[config.mk]
export PLATFORM = sky130hd
export DESIGN_NAME = prs_ctrl
export DESIGN_NICKNAME = d
export VERILOG_FILES = /design/src/rtl/prs_pkg.sv /design/src/rtl/prs_ctrl.sv
export SDC_FILE = /design/constraint.sdc
export NUM_CORES = 1
export LEC_CHECK = 0
export ABC_AREA = 1
export BUFFER_PORTS_ARGS = -buffer_cell sky130_fd_sc_hd__buf_2
export CAP_MARGIN = 20
export CELL_PAD_IN_SITES_DETAIL_PLACEMENT = 1
export CELL_PAD_IN_SITES_GLOBAL_PLACEMENT = 2
export CORE_MARGIN = 4
export CORE_UTILIZATION = 20
export DETAILED_ROUTE_END_ITERATION = 8
export PLACE_DENSITY_LB_ADDON = 0.1
export SLEW_MARGIN = 20
export SYNTH_ARGS = -nofsm -noshare
export SYNTH_HDL_FRONTEND = slang
export SYNTH_SLANG_ARGS = --single-unit
[constraint.sdc]
create_clock -name clock -period 4 [get_ports clock]
set_clock_uncertainty 0.2 [all_clocks]
set_input_delay 0 -clock clock [delete_from_list [all_inputs] [get_ports clock]]
set_output_delay 0 -clock clock [all_outputs]
set_load 0.01 [all_outputs]
[src/rtl/prs_pkg.sv]
// Shared constants, codes and types of the polyphase resampler.
// Used by the interfaces, the controller, the datapath and the top level.
package prs_pkg;

   localparam int TAPS_DEFAULT           = 16;
   localparam int MAX_PHASES_DEFAULT     = 32;
   localparam int SAMPLE_DEPTH_DEFAULT   = 16384;
   localparam int COEF_FRAC_BITS_DEFAULT = 15;

   // field widths
   localparam int CMD_W   = 2;
   localparam int ADDR_W  = 14;
   localparam int VALUE_W = 16;
   localparam int MSTEP_W = 8;
   localparam int LREG_W  = 6;
   localparam int PH_W    = 7;   // clamped phase count, at most 63 and at most MAX_PHASES
   localparam int LOOP_W  = 14;
   localparam int LEN_W   = 15;
   localparam int OIDX_W  = 24;
   localparam int IIDX_W  = 15;
   localparam int PROD_W  = OIDX_W + MSTEP_W;
   localparam int WPROD_W = LOOP_W + PH_W;
   localparam int CSR_IDX_W  = 3;
   localparam int CSR_DATA_W = 15;

   // item commands
   localparam logic [CMD_W-1:0] CMD_LOAD_SAMPLE = 2'd0;
   localparam logic [CMD_W-1:0] CMD_LOAD_COEF   = 2'd1;
   localparam logic [CMD_W-1:0] CMD_RESTART     = 2'd2;
   localparam logic [CMD_W-1:0] CMD_NEXT        = 2'd3;

   // register indexes
   localparam logic [CSR_IDX_W-1:0] CSR_DECIMATION = 3'd0;
   localparam logic [CSR_IDX_W-1:0] CSR_PHASES     = 3'd1;
   localparam logic [CSR_IDX_W-1:0] CSR_LOOP_MODE  = 3'd2;
   localparam logic [CSR_IDX_W-1:0] CSR_LOOP_BEGIN = 3'd3;
   localparam logic [CSR_IDX_W-1:0] CSR_LOOP_END   = 3'd4;
   localparam logic [CSR_IDX_W-1:0] CSR_LENGTH     = 3'd5;

   typedef struct packed {
      logic [MSTEP_W-1:0] decimation_step;
      logic [LREG_W-1:0]  interpolation_phases;
      logic               loop_mode;
      logic [LOOP_W-1:0]  loop_begin;
      logic [LOOP_W-1:0]  loop_end;
      logic [LEN_W-1:0]   sample_length;
   } cfg_type;

   typedef struct packed {
      logic ld_sample;
      logic ld_coef;
      logic restart;
      logic mul_m;
      logic div_prod;
      logic div_wrap;
      logic latch_nk;
      logic latch_k;
      logic mul_wrap;
      logic apply_wrap;
      logic rd_sample;
      logic shift_in;
      logic mac_clear;
      logic mac_step;
      logic scale;
      logic finish;
      logic stop_play;
      logic zero_res;
      logic out_load;
   } dp_cmd_type;

   typedef struct packed {
      logic playing;
      logic div_done;
      logic changed;
      logic wrap_needed;
      logic end_needed;
      logic mac_done;
      logic out_free;
   } dp_sts_type;

endpackage

[src/rtl/prs_ctrl.sv]
// Sequencer of the polyphase resampler: walks one item through the datapath.
// Depends on prs_pkg for commands, command and status structs.
module prs_ctrl (
   input  logic                       clock,
   input  logic                       reset,
   input  logic                       req_fire,
   input  logic [prs_pkg::CMD_W-1:0]  req_command,
   input  prs_pkg::dp_sts_type        sts,
   output logic                       req_ready,
   output prs_pkg::dp_cmd_type        cmd
);
   localparam logic [3:0] S_IDLE      = 4'd0;
   localparam logic [3:0] S_DIV1_GO   = 4'd1;
   localparam logic [3:0] S_DIV1_WAIT = 4'd2;
   localparam logic [3:0] S_CHECK     = 4'd3;
   localparam logic [3:0] S_DIV2_GO   = 4'd4;
   localparam logic [3:0] S_DIV2_WAIT = 4'd5;
   localparam logic [3:0] S_MUL3      = 4'd6;
   localparam logic [3:0] S_DIV3_GO   = 4'd7;
   localparam logic [3:0] S_DIV3_WAIT = 4'd8;
   localparam logic [3:0] S_SHIFT     = 4'd9;
   localparam logic [3:0] S_MAC       = 4'd10;
   localparam logic [3:0] S_FIN       = 4'd11;
   localparam logic [3:0] S_OUT       = 4'd12;

   logic [3:0] state_ff, state_in;

   assign req_ready = (state_ff == S_IDLE);

   always_comb begin
      cmd      = '0;
      state_in = state_ff;
      case (state_ff)
         S_IDLE: begin
            if (req_fire) begin
               case (req_command)
                  prs_pkg::CMD_LOAD_SAMPLE: cmd.ld_sample = 1'b1;
                  prs_pkg::CMD_LOAD_COEF:   cmd.ld_coef = 1'b1;
                  prs_pkg::CMD_RESTART:     cmd.restart = 1'b1;
                  prs_pkg::CMD_NEXT: begin
                     if (sts.playing) begin
                        cmd.mul_m = 1'b1;
                        state_in  = S_DIV1_GO;
                     end else begin
                        cmd.zero_res = 1'b1;
                        state_in     = S_OUT;
                     end
                  end
                  default: ;
               endcase
            end
         end
         S_DIV1_GO: begin
            cmd.div_prod = 1'b1;
            state_in     = S_DIV1_WAIT;
         end
         S_DIV1_WAIT: begin
            if (sts.div_done) begin
               cmd.latch_nk = 1'b1;
               state_in     = S_CHECK;
            end
         end
         S_CHECK: begin
            if (!sts.changed) begin
               cmd.mac_clear = 1'b1;
               state_in      = S_MAC;
            end else if (sts.wrap_needed) begin
               cmd.mul_wrap = 1'b1;
               state_in     = S_DIV2_GO;
            end else if (sts.end_needed) begin
               cmd.stop_play = 1'b1;
               state_in      = S_OUT;
            end else begin
               cmd.rd_sample = 1'b1;
               state_in      = S_SHIFT;
            end
         end
         S_DIV2_GO: begin
            cmd.div_wrap = 1'b1;
            state_in     = S_DIV2_WAIT;
         end
         S_DIV2_WAIT: begin
            if (sts.div_done) begin
               cmd.apply_wrap = 1'b1;
               state_in       = S_MUL3;
            end
         end
         S_MUL3: begin
            cmd.mul_m = 1'b1;
            state_in  = S_DIV3_GO;
         end
         S_DIV3_GO: begin
            cmd.div_prod = 1'b1;
            state_in     = S_DIV3_WAIT;
         end
         S_DIV3_WAIT: begin
            if (sts.div_done) begin
               cmd.latch_k   = 1'b1;
               cmd.rd_sample = 1'b1;
               state_in      = S_SHIFT;
            end
         end
         S_SHIFT: begin
            cmd.shift_in  = 1'b1;
            cmd.mac_clear = 1'b1;
            state_in      = S_MAC;
         end
         S_MAC: begin
            if (sts.mac_done) begin
               cmd.scale = 1'b1;
               state_in  = S_FIN;
            end else begin
               cmd.mac_step = 1'b1;
            end
         end
         S_FIN: begin
            cmd.finish = 1'b1;
            state_in   = S_OUT;
         end
         S_OUT: begin
            if (sts.out_free) begin
               cmd.out_load = 1'b1;
               state_in     = S_IDLE;
            end
         end
         default: state_in = S_IDLE;
      endcase
   end

   always_ff @(posedge clock) begin
      if (reset) state_ff <= S_IDLE;
      else       state_ff <= state_in;
   end
endmodule

== Word-level counts from Yosys, hierarchy flattened ==
Index checks and enable logic that the tools add are counted.

* Reductions and logical operators: 4
* Eq/ne operators: 22
* Muxes and demuxes: 50

{| class="wikitable"
|+ Operators with widths
! operator !! number
|-
| case mux 4 bit (13 select lines) || 1
|-
| 2-to-1 mux 4 bit || 11
|-
| 2-to-1 mux 1 bit || 32
|-
| == test 4 bit, second input constant || 5
|-
| == test 4 x 3 -> 1 bit, second input constant || 4
|-
| != test 2 bit, second input constant || 6
|-
| == test 4 x 2 -> 1 bit, second input constant || 2
|-
| AND reduction 7 bit || 1
|-
| 2-to-1 mux 3 bit || 2
|-
| case mux 1 bit (2 select lines) || 3
|-
| == test 2 bit, second input constant || 2
|-
| == test 4 x 1 -> 1 bit, second input constant || 1
|-
| zero test 4 bit || 1
|-
| == test 2 x 1 -> 1 bit, second input constant || 1
|-
| zero test 2 bit || 1
|-
| 2-to-1 mux 2 bit || 1
|-
| != test 2 x 1 -> 1 bit, second input constant || 1
|-
| OR reduction 2 bit || 1
|}

* Bits in registers: 4
* Output and inout port bits: 20
* Bits of input ports: 12
* Logic and storage cells: 77

== Logic depth before layout (Yosys ltp) ==
* Word-level depth: 4
* Mapped depth: 9
* Mapped depth without buffers: 9

== Least setup slack after synthesis ==
OpenSTA, ideal clock, no wires.

* Path type: reg2reg
* From: register state_ff[3]
* To: register state_ff[0]
* Data required time: 3.687 ns
* Period minus slack after synthesis: 1.389 ns
* Buffers on the path: 0
* Cell stages (with the launch flop): 9
* Setup time: 0.113 ns
* Arrival: 1.076 ns
* Setup slack: 2.611 ns
* Cell sequence: dfxtp_1 nor2_2 nand2_2 nor2_4 nor2_8 nand2_2 nand2_1 nand2_1 nor2_1

* Word-level cells in the longest chain between the ends: 3
* Elaborated cells on any way between the ends: 22
* Classes of those cells: eq/ne: 19; mux: 1; reduce/logical: 2

{| class="wikitable"
|+ Ends and longest elaborated chain
! element !! RTL line !! source
|-
| start, declared || prs_ctrl.sv:26 || <nowiki>logic [3:0] state_ff, state_in;</nowiki>
|-
| start signal, assigned || prs_ctrl.sv:132 || <nowiki>else state_ff <= state_in;</nowiki>
|-
| == test 4 x 2 -> 1 bit (tied with other cells) || prs_ctrl.sv:33 || <nowiki>case (state_ff)</nowiki>
|-
| != test 2 bit (no line) / != test 2 x 1 -> 1 bit (equally long branches) || - ||
|-
| AND reduction 7 bit (no line) || - ||
|}

Parallel ways exist; a longest one is shown, timed or not.
A chain may end at the register's enable or synchronous reset.

==> out/summary.txt <==
Clk sinks: 4
Crit path arrival time: 1.54 ns
1st-iter DRT viols: 12
ANT nets after route: 0
Initial antenna violation count: 0
IO Pins: 32
Final Cell Area: 811 sq um
Pwr dens: 595 nW/um^2
Chip width: 62.1 um
Max VDD drop: 236 uV
Setup tns final: 0 ns
Register bit total from synthesis: 4
Share of layout cells above drive strength 1: 34.7%
Via count: 790
Fin crit period: 1.74 ns
Port bufs: 31
CP delay by family, top: simple AND/OR/NAND/NOR gates
Die area: 3850 sq um
Tcrit/Tclk final: 43.4%
Tightest Pin Transition: 0.319 ns
Nets@finish: 161
Rel. slew slack: 78.7%
Required time of the critical path: 3.80 ns
Area after DPL: 778 sq um
Worst setup endpoint: cmd[15]
Hold slack: -0.0111 ns
Setup crit start: state_ff[3]$_SDFFE_PP0P_
Ant diodes: 0
Worst r2r src: state_ff[3]$_SDFFE_PP0P_
Flop-to-flop setup slack: 2.41 ns
RR Endpoint: state_ff[0]$_SDFFE_PP0P_
DR WL/cell: 11.8 um
Leak pwr: 0.000536 uW
Sequential cell area fraction in the yosys report: 13.7%
CTS root buf: clkbuf_4
Initial DRT Pass Iterations: 4
Max-Cap Viols: 0
Starting Density: 21.0%
Fin cells: 178
Drt drc: 0
Total Wirelength: 2100 um
Worst-path cell chain: nor2_2 -> nand2_2 -> inv_1 -> nand2_1 -> o21ai_0 -> buf_2
Fin. Hold Viols: 1
Slowest cell on crit path: dfxtp_1
Critical path peak fanout: 7
Critical path's largest stage delay: 0.36 ns
Gr ovfl total: 0
Global Route Usage Sum: 11.9%
Syn nets: 124
Height of the chip: 62.1 um
Layout area overhead: 38.8%
Max reg flops: 4
CP bufs+invs: 2
Core area: 2780 sq um
H-tree depth: 1
Biggest regs: state_ff: 4 flops
CTS max path bufs: 2
First-pass GRT wire length: 3370 um
CTS tree: done
Fmax: 575 MHz
Synth Instances: 112
WP depth: 6
Post-synth cell types: 19
Final setup vio count: 0
# placed instances: 174
Worst r2r path cells: 8
Detail-routed via count per cell: 4.44
Routability cong.: 0.831
Setup CP Type: flop to primary output
Most flop-heavy register: state_ff
CP Launch Type: flop
RSZ-0062 raised after global routing: false
Pwr Total: 483 uW
Vias in the first global route: 760
Clock buffer count from CTS: 3
Fin. max-slew vios: 0
Run status: finished, violations left
Largest net degree at the start of global routing: 8
Cell Rows: 19
Clk Latency, worst-skew pair: 0.24 ns
Fin util: 29.1%
Clock slew seen by the registers of the worst setup and hold paths: 0.04 ns
Cts repair resizes: 0
CP Capture Type: primary output
Number of synthesis warnings: 0
Syn Std Cell Area: 584 sq um
Failing checks: hold timing
Min-delay worst type: primary input to flop
Syn_area_per_cell: 5.22 sq um
Dpl hpwl: 1920 um
cell usage in the layout (no fill, tap or decap), drive strengths merged, types with 2 or more instances in the layout:
cell type   n
nand2      33
buf        31
nor2       28
inv        23
nand3      10
nor4        4
dfxtp       4
a21oi       3
clkbuf      3
o21ai       2
nor3        2
repair_timing:
item,in CTS,in global routing
endpoints found under the hold margin,4,0
buffers inserted,0,0
setup endpoints to repair,0,0
hold buffers,1,0
worst register-to-register path: stages (launching register included):
cell	delay [ns]
dfxtp_1	0.36
nor2_2	0.31
nand2_2	0.16
nor2_4	0.17
nor2_8	0.08
nand2_2	0.07
nand2_1	0.05
nand2_1	0.05
nor2_1	0.04
cell type report:
class                           instances  area, sq um
Clock buffer                            3         22.5
Fill cell                             388         1970
Inverter                               23         86.3
Multi-Input combinational cell         85          418
Sequential cell                         4         80.1
Tap cell                               31         38.8
Timing Repair Buffer                   32          165
power by group:
part	switching, uW	internal, uW	total [uW]	leakage [uW]
sequential	25.4	55.7	81.1	0.0000332
clock	17.1	33.6	50.7	0.0000138
combinational	228	123	351	0.000489
total	271	212	483	0.000536
through the flow:
| step | worst slack, ns | hold WS, ns |
|---|---|---|
| floorplan | 2.61 | -0.150 |
| global placement | 2.39 | 0.0756 |
| detailed placement | 2.41 | 0.0772 |
| CTS | 2.23 | 0.00319 |
| global route | 2.09 | 0.0884 |
| finish | 2.26 | -0.0111 |
metal layers:
layer / global-route usage, % / routed length (um) / part of all wire [%] / vias up
met1: 14.8 / 893 / 42 / 353
met4: 1.82 / 0 / 0 / 0
li1: - / - / - / 416
met3: 2.48 / 131 / 6.2 / 0
met5: 0 / 0 / 0 / -
met2: 21.3 / 1080 / 51 / 21
cell usage after synthesis:
library cell	n	area share, %
inv_1	18	12
or2_2	1	1.1
nor4_1	4	4.3
nor3_1	2	1.7
nand2_1	30	19
dfxtp_1	4	14
nand3b_1	1	1.3
nor2_2	4	4.3
nand3_2	1	1.7
nor2_8	1	3.4
nor2_1	21	13
nand2_2	2	2.1
inv_2	5	3.2
nor2_4	2	3.9
o22ai_1	1	1.1
nand3_1	9	7.7
nand2_4	1	1.9
o21ai_0	2	1.7
a21oi_1	3	2.6
worst min path at each step:
stage                         from                        to  slack, ns  depth (start not counted)
finish                      sts[6]  state_ff[0]$_SDFFE_PP0P_      -0.01                          5
CTS                         sts[6]  state_ff[0]$_SDFFE_PP0P_      0.003                          5
global route        req_command[0]                   cmd[18]       0.09                          3
floorplan           req_command[0]                   cmd[18]      -0.15                          1
global placement    req_command[1]                   cmd[17]       0.08                          3
detailed placement  req_command[1]                   cmd[17]       0.08                          3
kinds of logic (layout without fill, tap and decap cells):
group | count (synthesis) | after routing | share of synthesized area, %
compound gates | 6 | 6 | 5.35
flops | 4 | 4 | 13.7
buf+inv | 23 | 58 | 14.8
simple gates | 79 | 79 | 66.2
Note: power is estimated with default switching activity, not from simulation.
